File: src/design/ket_pkg.sv
// Shared types and constants for the keyed entry table.
// Used by ket_cell and keyed_entry_table; depends on nothing else.
`timescale 1ns / 1ps

package ket_pkg;

    localparam int ID_W       = 32;
    localparam int PAY_PORT_W = 64;
    localparam int CAP_W      = 5;
    localparam int CNT_OUT_W  = 5;
    localparam logic [CAP_W-1:0] CAP_RESET = 5'd16;

    typedef enum logic [1:0] {
        OP_ADD    = 2'd0,
        OP_DELETE = 2'd1,
        OP_UPDATE = 2'd2,
        OP_GET    = 2'd3
    } t_op;

    typedef enum logic [1:0] {
        ST_OK      = 2'd0,
        ST_FULL    = 2'd1,
        ST_DUP     = 2'd2,
        ST_MISSING = 2'd3
    } t_status;

    // Per-cycle command broadcast from the controller to every cell.
    typedef struct packed {
        logic cmp_en;
        logic sel_en;
        logic do_append;
        logic do_remove;
        logic do_update;
    } t_cell_cmd;

endpackage

File: src/design/ket_cell.sv
// One slot of the keyed entry table: holds an id and a payload, compares it
// against the search key and passes match and readout chains to its neighbors.
// Depends on ket_pkg.
`timescale 1ns / 1ps

module ket_cell #(
    parameter int INDEX        = 0,
    parameter int CNT_W        = 5,
    parameter int PAYLOAD_BITS = 64
) (
    input  logic                         i_clk,
    input  logic                         i_rst_n,
    input  ket_pkg::t_cell_cmd           i_cmd,
    input  logic [CNT_W-1:0]             i_count,
    input  logic [ket_pkg::ID_W-1:0]     i_search_key,
    input  logic [ket_pkg::ID_W-1:0]     i_new_id,
    input  logic [PAYLOAD_BITS-1:0]      i_new_pay,
    input  logic [ket_pkg::ID_W-1:0]     i_next_id,
    input  logic [PAYLOAD_BITS-1:0]      i_next_pay,
    input  logic                         i_seen_lo,
    output logic                         o_seen_lo,
    input  logic                         i_seen_hi,
    output logic                         o_seen_hi,
    input  logic [ket_pkg::ID_W-1:0]     i_found_id,
    input  logic [PAYLOAD_BITS-1:0]      i_found_pay,
    output logic [ket_pkg::ID_W-1:0]     o_found_id,
    output logic [PAYLOAD_BITS-1:0]      o_found_pay,
    output logic [ket_pkg::ID_W-1:0]     o_id,
    output logic [PAYLOAD_BITS-1:0]      o_pay,
    output logic                         o_first,
    output logic                         o_last
);

    localparam logic [CNT_W-1:0] IDX = CNT_W'(INDEX);

    logic [ket_pkg::ID_W-1:0] r_id;
    logic [PAYLOAD_BITS-1:0]  r_pay;
    logic                     r_hit;
    logic                     r_first;
    logic                     r_last;
    logic                     r_shift;
    logic                     in_use;
    logic                     at_tail;

    assign in_use  = IDX < i_count;
    assign at_tail = IDX == i_count;

    assign o_seen_lo   = i_seen_lo | r_hit;
    assign o_seen_hi   = i_seen_hi | r_hit;
    assign o_found_id  = r_first ? r_id : i_found_id;
    assign o_found_pay = r_first ? r_pay : i_found_pay;
    assign o_id        = r_id;
    assign o_pay       = r_pay;
    assign o_first     = r_first;
    assign o_last      = r_last;

    always_ff @(posedge i_clk) begin
        if (!i_rst_n) begin
            r_hit   <= 1'b0;
            r_first <= 1'b0;
            r_last  <= 1'b0;
            r_shift <= 1'b0;
        end else begin
            if (i_cmd.cmp_en) begin
                r_hit <= in_use && (r_id == i_search_key);
            end
            // First match has no hit below it, last match none above it.
            // Every cell at or past the first match takes its upper neighbor on delete.
            if (i_cmd.sel_en) begin
                r_first <= r_hit & ~i_seen_lo;
                r_last  <= r_hit & ~i_seen_hi;
                r_shift <= i_seen_lo | r_hit;
            end
        end
    end

    always_ff @(posedge i_clk) begin
        if (i_cmd.do_append && at_tail) begin
            r_id  <= i_new_id;
            r_pay <= i_new_pay;
        end else if (i_cmd.do_update && r_last) begin
            r_id  <= i_new_id;
            r_pay <= i_new_pay;
        end else if (i_cmd.do_remove && r_shift) begin
            r_id  <= i_next_id;
            r_pay <= i_next_pay;
        end
    end

endmodule

File: src/design/keyed_entry_table.sv
// Keyed entry table: up to DEPTH entries (signed 32-bit id plus payload) in
// insertion order, with add, delete (compacting), update-last and get-first.
// Depends on ket_pkg and ket_cell.
`timescale 1ns / 1ps

// Each transaction runs through capture, a compare in every cell at once, a
// registered selection of first and last match flags rippled along the row of
// cells, and a commit that writes the cells and loads the result register. A
// new transaction is taken in the cycle after the commit, so no new item is
// taken before the last one has committed; the commit waits while the result
// register is still full and not being taken. The table needs no clearing
// after reset. The capacity register is limited to DEPTH when used.
module keyed_entry_table #(
    parameter int DEPTH        = 16,
    parameter int PAYLOAD_BITS = 64
) (
    input  logic                                  i_clk,
    input  logic                                  i_rst_n,
    input  logic                                  i_cfg_we,
    input  logic [ket_pkg::CAP_W-1:0]             i_cfg_wdata,
    input  logic                                  i_in_valid,
    output logic                                  o_in_ready,
    input  logic [1:0]                            i_op,
    input  logic signed [ket_pkg::ID_W-1:0]       i_key,
    input  logic signed [ket_pkg::ID_W-1:0]       i_entry_id,
    input  logic [ket_pkg::PAY_PORT_W-1:0]        i_entry_payload,
    output logic                                  o_out_valid,
    input  logic                                  i_out_ready,
    output logic [1:0]                            o_status,
    output logic signed [ket_pkg::ID_W-1:0]       o_found_id,
    output logic [ket_pkg::PAY_PORT_W-1:0]        o_found_payload,
    output logic [ket_pkg::CNT_OUT_W-1:0]         o_entry_count
);

    localparam int CNT_W = $clog2(DEPTH + 1);
    localparam int CX    = ((CNT_W > ket_pkg::CAP_W) ? CNT_W : ket_pkg::CAP_W) + 1;
    localparam logic [CX-1:0] DEPTH_X = CX'(DEPTH);

    typedef enum logic [3:0] {
        S_IDLE   = 4'b0001,
        S_CMP    = 4'b0010,
        S_SEL    = 4'b0100,
        S_COMMIT = 4'b1000
    } t_state;

    t_state                        r_state, n_state;
    ket_pkg::t_op                  r_op;
    logic [ket_pkg::ID_W-1:0]      r_key;
    logic [ket_pkg::ID_W-1:0]      r_eid;
    logic [PAYLOAD_BITS-1:0]       r_epay;
    logic [CNT_W-1:0]              r_count, n_count;
    logic [ket_pkg::CAP_W-1:0]     r_capacity;
    logic                          r_any;
    logic                          r_out_valid;
    ket_pkg::t_status              r_status, n_status;
    logic [ket_pkg::ID_W-1:0]      r_found_id;
    logic [ket_pkg::PAY_PORT_W-1:0] r_found_pay;
    logic [ket_pkg::CNT_OUT_W-1:0] r_entry_count;

    ket_pkg::t_cell_cmd            cmd;
    logic                          accept;
    logic                          out_free;
    logic                          commit;
    logic                          full;
    logic [CX-1:0]                 count_x;
    logic [CX-1:0]                 cap_x;
    logic [CX-1:0]                 n_count_x;
    logic [ket_pkg::ID_W-1:0]      search_key;

    logic                          seen_lo   [0:DEPTH];
    logic                          seen_hi   [0:DEPTH];
    logic [ket_pkg::ID_W-1:0]      found_id  [0:DEPTH];
    logic [PAYLOAD_BITS-1:0]       found_pay [0:DEPTH];
    logic [ket_pkg::ID_W-1:0]      cell_id   [0:DEPTH-1];
    logic [PAYLOAD_BITS-1:0]       cell_pay  [0:DEPTH-1];
    logic [DEPTH-1:0]              first_vec;
    logic [DEPTH-1:0]              last_vec;

    assign accept     = i_in_valid && o_in_ready;
    assign o_in_ready = (r_state == S_IDLE);
    assign out_free   = !r_out_valid || i_out_ready;
    assign commit     = (r_state == S_COMMIT) && out_free;
    assign search_key = (r_op == ket_pkg::OP_ADD) ? r_eid : r_key;

    assign count_x = CX'(r_count);
    assign cap_x   = (CX'(r_capacity) > DEPTH_X) ? DEPTH_X : CX'(r_capacity);
    assign full    = ((count_x + CX'(1)) > cap_x) || (count_x >= DEPTH_X);

    always_comb begin
        n_status = ket_pkg::ST_OK;
        case (r_op)
            ket_pkg::OP_ADD: begin
                if (full) begin
                    n_status = ket_pkg::ST_FULL;
                end else if (r_any) begin
                    n_status = ket_pkg::ST_DUP;
                end
            end
            default: begin
                if (!r_any) begin
                    n_status = ket_pkg::ST_MISSING;
                end
            end
        endcase
    end

    always_comb begin
        cmd.cmp_en    = (r_state == S_CMP);
        cmd.sel_en    = (r_state == S_SEL);
        cmd.do_append = commit && (r_op == ket_pkg::OP_ADD) && (n_status == ket_pkg::ST_OK);
        cmd.do_remove = commit && (r_op == ket_pkg::OP_DELETE) && (n_status == ket_pkg::ST_OK);
        cmd.do_update = commit && (r_op == ket_pkg::OP_UPDATE) && (n_status == ket_pkg::ST_OK);
    end

    always_comb begin
        n_count = r_count;
        if (cmd.do_append) begin
            n_count = r_count + CNT_W'(1);
        end else if (cmd.do_remove) begin
            n_count = r_count - CNT_W'(1);
        end
    end

    assign n_count_x = CX'(n_count);

    always_comb begin
        n_state = r_state;
        unique case (r_state)
            S_IDLE:   if (accept) n_state = S_CMP;
            S_CMP:    n_state = S_SEL;
            S_SEL:    n_state = S_COMMIT;
            S_COMMIT: if (out_free) n_state = S_IDLE;
            default:  n_state = S_IDLE;
        endcase
    end

    assign seen_lo[0]     = 1'b0;
    assign seen_hi[DEPTH] = 1'b0;
    assign found_id[0]    = '0;
    assign found_pay[0]   = '0;

    for (genvar g = 0; g < DEPTH; g++) begin : g_cell
        logic [ket_pkg::ID_W-1:0] next_id;
        logic [PAYLOAD_BITS-1:0]  next_pay;

        // The top cell has no upper neighbor and keeps its own contents on delete.
        if (g == DEPTH - 1) begin : g_top
            assign next_id  = cell_id[g];
            assign next_pay = cell_pay[g];
        end else begin : g_mid
            assign next_id  = cell_id[g+1];
            assign next_pay = cell_pay[g+1];
        end

        ket_cell #(
            .INDEX        (g),
            .CNT_W        (CNT_W),
            .PAYLOAD_BITS (PAYLOAD_BITS)
        ) u_cell (
            .i_clk        (i_clk),
            .i_rst_n      (i_rst_n),
            .i_cmd        (cmd),
            .i_count      (r_count),
            .i_search_key (search_key),
            .i_new_id     (r_eid),
            .i_new_pay    (r_epay),
            .i_next_id    (next_id),
            .i_next_pay   (next_pay),
            .i_seen_lo    (seen_lo[g]),
            .o_seen_lo    (seen_lo[g+1]),
            .i_seen_hi    (seen_hi[g+1]),
            .o_seen_hi    (seen_hi[g]),
            .i_found_id   (found_id[g]),
            .i_found_pay  (found_pay[g]),
            .o_found_id   (found_id[g+1]),
            .o_found_pay  (found_pay[g+1]),
            .o_id         (cell_id[g]),
            .o_pay        (cell_pay[g]),
            .o_first      (first_vec[g]),
            .o_last       (last_vec[g])
        );
    end

    always_ff @(posedge i_clk) begin
        if (!i_rst_n) begin
            r_state     <= S_IDLE;
            r_count     <= '0;
            r_capacity  <= ket_pkg::CAP_RESET;
            r_out_valid <= 1'b0;
        end else begin
            r_state <= n_state;
            r_count <= n_count;
            if (i_cfg_we) begin
                r_capacity <= i_cfg_wdata;
            end
            if (commit) begin
                r_out_valid <= 1'b1;
            end else if (i_out_ready) begin
                r_out_valid <= 1'b0;
            end
        end
    end

    always_ff @(posedge i_clk) begin
        if (accept) begin
            r_op   <= ket_pkg::t_op'(i_op);
            r_key  <= i_key;
            r_eid  <= i_entry_id;
            r_epay <= i_entry_payload[PAYLOAD_BITS-1:0];
        end
        if (r_state == S_SEL) begin
            r_any <= seen_lo[DEPTH];
        end
        if (commit) begin
            r_status      <= n_status;
            r_entry_count <= n_count_x[ket_pkg::CNT_OUT_W-1:0];
            if ((r_op == ket_pkg::OP_GET) && r_any) begin
                r_found_id  <= found_id[DEPTH];
                r_found_pay <= ket_pkg::PAY_PORT_W'(found_pay[DEPTH]);
            end else begin
                r_found_id  <= '0;
                r_found_pay <= '0;
            end
        end
    end

    assign o_out_valid     = r_out_valid;
    assign o_status        = r_status;
    assign o_found_id      = r_found_id;
    assign o_found_payload = r_found_pay;
    assign o_entry_count   = r_entry_count;

    a_count_bound: assert property (@(posedge i_clk) disable iff (!i_rst_n)
        count_x <= DEPTH_X)
        else $error("entry count exceeds table depth");

    a_single_match: assert property (@(posedge i_clk) disable iff (!i_rst_n)
        (r_state == S_COMMIT) |-> ($onehot0(first_vec) && $onehot0(last_vec)))
        else $error("more than one first or last match in the row");

    a_add_grows: assert property (@(posedge i_clk) disable iff (!i_rst_n)
        cmd.do_append |=> (r_count == $past(r_count) + CNT_W'(1)))
        else $error("successful add did not grow the table by one");

    a_fail_keeps: assert property (@(posedge i_clk) disable iff (!i_rst_n)
        (commit && (n_status != ket_pkg::ST_OK)) |=> $stable(r_count))
        else $error("failed transaction changed the entry count");

endmodule
File: config.mk
export PLATFORM = sky130hd
export DESIGN_NAME = keyed_entry_table
export DESIGN_NICKNAME = d
export VERILOG_FILES = /design/src/design/ket_pkg.sv /design/src/design/ket_cell.sv /design/src/design/keyed_entry_table.sv
export SDC_FILE = /design/constraint.sdc
export NUM_CORES = 2
export LEC_CHECK = 0
export BUFFER_PORTS_ARGS = -buffer_cell sky130_fd_sc_hd__buf_2
export CORE_MARGIN = 3
export CORE_UTILIZATION = 35
export CTS_CLUSTER_SIZE = 16
export DETAILED_ROUTE_END_ITERATION = 7
export GPL_ROUTABILITY_DRIVEN = 1
export PLACE_DENSITY_LB_ADDON = 0.2
export SYNTH_ARGS = -nofsm -noshare
export SYNTH_HDL_FRONTEND = slang
export SYNTH_HIERARCHICAL = 1
export SYNTH_SLANG_ARGS = --single-unit
File: constraint.sdc
create_clock -name i_clk -period 8 [get_ports i_clk]
set_input_delay 1.2 -clock i_clk [delete_from_list [all_inputs] [get_ports i_clk]]
set_output_delay 1.2 -clock i_clk [all_outputs]
set_load 0.01 [all_outputs]
Word-level counts from Yosys, hierarchy flattened
Index checks and enable logic that the tools add are counted.
Widths: inputs -> output; s select.
{"block": "classes", "n_reduce_logical": 96, "add_sub_neg": 3, "bitwise": 89, "n_lt_le_gt_ge": 19, "n_eq_ne": 40, "n_mux": 139}
{"op": "$mux 64", "count": 63}
{"op": "$mux 32", "count": 64}
{"op": "$eq 32x32->1", "count": 16}
{"op": "$logic_and 1x1->1", "count": 72}
{"op": "$reduce_bool 3->1", "count": 15}
{"op": "$eq 4x5->1 const A", "count": 8}
{"op": "$lt 4x5->1 const A", "count": 8}
{"op": "$and 1x1->1", "count": 30}
{"op": "$not 1->1", "count": 30}
{"op": "$or 1x1->1", "count": 29}
{"op": "$eq 3x5->1 const A", "count": 4}
{"op": "$lt 3x5->1 const A", "count": 4}
{"op": "$pmux 4 s4", "count": 1}
{"op": "$mux 5", "count": 3}
{"op": "$eq 2x5->1 const A", "count": 2}
{"op": "$lt 1x5->1 const A", "count": 2}
{"op": "$lt 2x5->1 const A", "count": 2}
{"op": "$mux 2", "count": 4}
{"op": "$mux 4", "count": 2}
{"op": "$add 5x1->6 const B", "count": 1}
{"op": "$gt 6x5->1", "count": 1}
{"op": "$add 5x1->5 const B", "count": 1}
{"op": "$eq 1x5->1 const A", "count": 1}
{"op": "$ge 5x5->1 const B", "count": 1}
{"op": "17 further kinds", "count": 22}
{"block": "word_totals", "ff_bits": 1847}

Depth between registers and ports, before layout
{"block": "logic_depth", "ltp_word": 16, "ltp_mapped": 20, "ltp_nobuf": 18}

Modules after synthesis
Netlist, hierarchy kept.
{"module": "keyed_entry_table", "seq_area_each_um2": 7327.0, "area_per_inst_um2": 9080.0, "n_inst": 1, "cells_per_inst": 563}
{"module": "ket_cell at g_cell[10].u_cell", "seq_area_each_um2": 2962.8, "area_per_inst_um2": 5893.2, "n_inst": 1, "cells_per_inst": 377}
{"module": "ket_cell at g_cell[9].u_cell", "seq_area_each_um2": 2962.8, "area_per_inst_um2": 5881.9, "n_inst": 1, "cells_per_inst": 374}
{"module": "ket_cell at g_cell[11].u_cell", "seq_area_each_um2": 2962.8, "area_per_inst_um2": 5879.4, "n_inst": 1, "cells_per_inst": 374}
{"module": "ket_cell at g_cell[0].u_cell", "seq_area_each_um2": 2962.8, "area_per_inst_um2": 5870.6, "n_inst": 1, "cells_per_inst": 375}
{"module": "ket_cell at g_cell[14].u_cell", "seq_area_each_um2": 2962.8, "area_per_inst_um2": 5833.1, "n_inst": 1, "cells_per_inst": 376}
{"module": "ket_cell at g_cell[1].u_cell", "seq_area_each_um2": 2962.8, "area_per_inst_um2": 5828.1, "n_inst": 1, "cells_per_inst": 373}
{"module": "ket_cell at g_cell[6].u_cell", "seq_area_each_um2": 2962.8, "area_per_inst_um2": 5826.8, "n_inst": 1, "cells_per_inst": 376}
{"module": "ket_cell at g_cell[12].u_cell", "seq_area_each_um2": 2962.8, "area_per_inst_um2": 5825.6, "n_inst": 1, "cells_per_inst": 376}
{"module": "ket_cell at g_cell[4].u_cell", "seq_area_each_um2": 2962.8, "area_per_inst_um2": 5824.3, "n_inst": 1, "cells_per_inst": 376}
{"module": "ket_cell at g_cell[15].u_cell", "seq_area_each_um2": 2962.8, "area_per_inst_um2": 5823.1, "n_inst": 1, "cells_per_inst": 374}
{"module": "ket_cell at g_cell[3].u_cell", "seq_area_each_um2": 2962.8, "area_per_inst_um2": 5719.2, "n_inst": 1, "cells_per_inst": 374}
{"module": "ket_cell at g_cell[5].u_cell", "seq_area_each_um2": 2962.8, "area_per_inst_um2": 5718.0, "n_inst": 1, "cells_per_inst": 374}
{"module": "ket_cell at g_cell[2].u_cell", "seq_area_each_um2": 2962.8, "area_per_inst_um2": 5715.5, "n_inst": 1, "cells_per_inst": 375}
{"module": "3 more rows"}

Least setup slack after synthesis
OpenSTA, ideal clock, no wires.
{"block": "synth_path", "path_type": "register to register", "startpoint": "register r_state[2]", "endpoint": "register g_cell[0].u_cell.r_first", "required_ns": 7.879, "setup_slack_ns": 0.612, "path_stages_with_launch": 4, "setup_ns": 0.121, "t_arrival_ns": 7.267, "period_less_slack_ns": 7.388, "path_buffers": 0, "cell_sequence": "dfxtp_1 -> nor4b_1 -> o22ai_1 -> and2_1"}
{"element": "start, declared", "line": "keyed_entry_table.sv:46", "text": "t_state r_state, n_state;"}
{"element": "start signal, assigned", "line": "keyed_entry_table.sv:191", "text": "r_state <= n_state;"}
{"element": "end signal, assigned", "line": "ket_cell.sv:70", "text": "r_first <= r_hit & ~i_seen_lo;"}
{"element": "end, declared", "line": "ket_cell.sv:39", "text": "logic r_first;"}

==> metrics <==
final routed wirelength across all metal layers=311 mm; wire length of the first global-routing pass=449 mm; total number of clock tree sinks=1849; number of antenna-violating nets in the routed design=0; Worst R2R Start=g_cell[0].u_cell/o_first$_SDFFE_PN0P_; highest net fanout along the worst path=58; category of the worst setup path capture point=flop; Max Buffers Root-to-Sink=4; clock slew at reported path FFs=0.06 ns; Post-Route Utilization=between 30 and 40%; final sum of negative setup slack=0 ns; number of cell instances on the worst register-to-register path=18; critical-path cell with the highest stage delay=sky130_fd_sc_hd__dfxtp_4; max-capacitance violation count=0; number of instances in the synthesized netlist=between 6000 and 7000; r2r setup slk=2.10 ns; boundary pin count=245; Synthesis Warnings=6; mean routed wirelength per cell=28.5 um; H-tree levels=4; delay contributed by the slowest stage of the critical path=approximately 0.64 ns; post-layout minimum cycle time=roughly 5.9 ns; setup violation total in the final timing report=0; number of global-route vias before repair=60945; buffer type at the clock tree root=sky130_fd_sc_hd__clkbuf_16; family with the most delay on the worst path=multiplexers; Worst Path Buf+Inv=1; area enclosed by the die boundary=297000 sq um; number of antenna violations at the first check in global routing=9; share of layout cells above drive strength 1=50.9%; pin count of the biggest net entering global routing=97; Worst-Margin Slew=between 1 and 1.5 ns; TritonCTS buffer count=223; Synth Cell Area=roughly 100000 sq um; power after layout=between 20 and 25 mW; number of nets in the layout=7032; PortBufs=around 240; Final Hold Viols=0; First-pass DRT Iterations=5; total of hold buffers inserted after clock tree synthesis=0; largest voltage drop on the vdd net=between 0.15 and 0.2 mV; synthesized area divided by synthesized cell count=15.5 sq um; Cells on Worst Hold Path=1; sort of element at the start of the critical path=flop; Max Slew Vio Count=0; total number of vias=a little under 60000; max_slew headroom=approximately an eighth; Worst Path Arrival=between 6 and 7 ns; hold wc startpoint=i_entry_payload[21]; Fill cells=27023; total number of cells along the worst setup path=18; drt drc=0; height of the die=545 um; 1st-iter DRT viols=roughly 4200; critical path required time=8.62 ns; power density relative to cell area=between 150 and 200 nW/um^2; CTS tree=done; Leak Pwr=37.6 nW; Fmax=170 MHz; final critical-path share of the clock period=73.7%; GR Util All Layers=roughly a fifth; chain of cells forming the critical path=buf_4, mux2_2, mux2_2, mux2_2, mux2_2, mux2_2, mux2_2, mux2_2, mux2_2, mux2_2, mux2_2, mux2_2, mux2_2, mux2_2, mux2_2, mux2_2, mux2_2, and2_1; number of vias per cell=5.27; kind of critical path=reg -> reg; starting density of the core=roughly a third; setup repair after global routing missed its margin=false; capture point of the worst reg-to-reg path=o_found_payload[0]$_SDFFCE_PN0P_; outcome=finished, final reports clean; number of placement rows=197; final weighted congestion of routability-driven global placement=0.884; end point of the worst hold path=r_epay[21]$_DFFE_PP_; number of buffers added for setup after CTS=0; core region area=289000 sq um; type of the worst min-delay path=in -> reg; worst skew pair latency=0.90 ns; half-perimeter wire length after placement=about 190 mm; Clock Skew=0.0865 ns; synth-to-layout area growth=12.2%; Resize count post-CTS=0; grt ovf=0; cell seen most often among critical-path stages=sky130_fd_sc_hd__mux2_2; die extent in x=545 um
area by class of cell:
type | count | area (sq um) | share of cell area, %
antenna | 9 | 22.5 | 0.0197
clock buffer | 308 | 6160 | 5.39
clock inverter | 77 | 556 | 0.486
inverter | 41 | 154 | 0.135
multi-input combinational | 4403 | 45300 | 39.6
sequential | 1849 | 54800 | 47.9
tap | 3880 | 4850 | 4.25
timing repair buffer | 367 | 2490 | 2.18
stage by stage:
step	std cells	hold slack, ns	setup slack (ns)	cell area (sq um)
2_1_floorplan	6659	0.452	0.612	102000
3_3_place_gp	10540	0.482	2.00	108000
3_5_place_dp	10540	0.487	2.02	108000
4_1_cts	10925	0.389	2.06	114000
5_1_grt	10926	0.414	1.91	114000
6_report	10934	0.478	2.10	114000
per-layer routing:
layer / routed length [um] / global-route usage (%)
met2: 140000 / 32.0
met5: 9 / 0
met3: 14700 / 2.46
met1: 149000 / 29.6
met4: 7780 / 5.03
report_power, final:
group	switching [mW]	internal (mW)	leakage, nW
logic	0.748	0.566	17.6
clock network	4.10	5.54	3.29
registers	0.243	10.5	16.7
worst max-delay path by stage:
stage	from	end	slack (ns)
after floorplan	r_state[2]$_SDFFE_PN0P_	g_cell[0].u_cell/o_first$_SDFFE_PN0P_	0.61
after global placement	g_cell[0].u_cell/o_first$_SDFFE_PN0P_	o_found_payload[37]$_SDFFCE_PN0P_	2.00
after detailed placement	g_cell[0].u_cell/o_first$_SDFFE_PN0P_	o_found_payload[33]$_SDFFCE_PN0P_	2.02
after CTS	g_cell[0].u_cell/o_first$_SDFFE_PN0P_	o_found_payload[9]$_SDFFCE_PN0P_	2.06
after global routing	g_cell[0].u_cell/o_first$_SDFFE_PN0P_	o_found_payload[7]$_SDFFCE_PN0P_	1.91
final	g_cell[0].u_cell/o_first$_SDFFE_PN0P_	o_found_payload[0]$_SDFFCE_PN0P_	2.10
sequential cells by signal, indices dropped and copies added, names as in the netlist:
| name | flops |
|---|---|
| r_any | 1 |
| r_eid | 32 |
| g_cell.u_cell/r_shift | 16 |
| g_cell.u_cell/o_id | 512 |
| o_out_valid | 1 |
| g_cell.u_cell/o_last | 16 |
| g_cell.u_cell/r_hit | 16 |
| r_capacity | 5 |
| o_found_id | 32 |
| r_key | 32 |
| r_state | 4 |
| r_count | 5 |
| o_found_payload | 64 |
| g_cell.u_cell/o_pay | 1024 |
| o_status | 2 |
| r_op | 2 |
| o_entry_count | 5 |
| g_cell.u_cell/o_first | 16 |
| r_epay | 64 |
layout by cell type, fill, tap and decap left out, types with 5 or more instances in the layout:
master and count:
sky130_fd_sc_hd__and2_1 131, sky130_fd_sc_hd__buf_2 244, sky130_fd_sc_hd__nand2_1 134, sky130_fd_sc_hd__a21oi_1 5
sky130_fd_sc_hd__mux2_1 241, sky130_fd_sc_hd__edfxtp_1 1770, sky130_fd_sc_hd__nor2_1 13, sky130_fd_sc_hd__mux2_2 2554
sky130_fd_sc_hd__dfxtp_1 62, sky130_fd_sc_hd__nand4_1 66, sky130_fd_sc_hd__ha_1 7, sky130_fd_sc_hd__nor2b_1 19
sky130_fd_sc_hd__conb_1 100, sky130_fd_sc_hd__clkbuf_16 229, sky130_fd_sc_hd__o21ai_1 5, sky130_fd_sc_hd__a21o_4 13
sky130_fd_sc_hd__inv_1 41, sky130_fd_sc_hd__clkinv_2 26, sky130_fd_sc_hd__buf_12 28, sky130_fd_sc_hd__o22ai_1 32
sky130_fd_sc_hd__bufinv_16 7, sky130_fd_sc_hd__a32o_4 6, sky130_fd_sc_hd__or2_2 32, sky130_fd_sc_hd__nor3_1 11
sky130_fd_sc_hd__xnor2_1 196, sky130_fd_sc_hd__clkinv_1 37, sky130_fd_sc_hd__or4_1 10, sky130_fd_sc_hd__o21ai_0 10
sky130_fd_sc_hd__mux2i_1 24, sky130_fd_sc_hd__xor2_1 323, sky130_fd_sc_hd__buf_4 95, sky130_fd_sc_hd__clkbuf_1 66
sky130_fd_sc_hd__mux2_4 277, sky130_fd_sc_hd__nand3_1 21, sky130_fd_sc_hd__nor4_1 89, sky130_fd_sc_hd__clkbuf_8 13
sky130_fd_sc_hd__nand3b_1 17, sky130_fd_sc_hd__diode_2 9, sky130_fd_sc_hd__dfxtp_4 16, sky130_fd_sc_hd__nor4_2 6
Power figures use the tool's default switching activity.
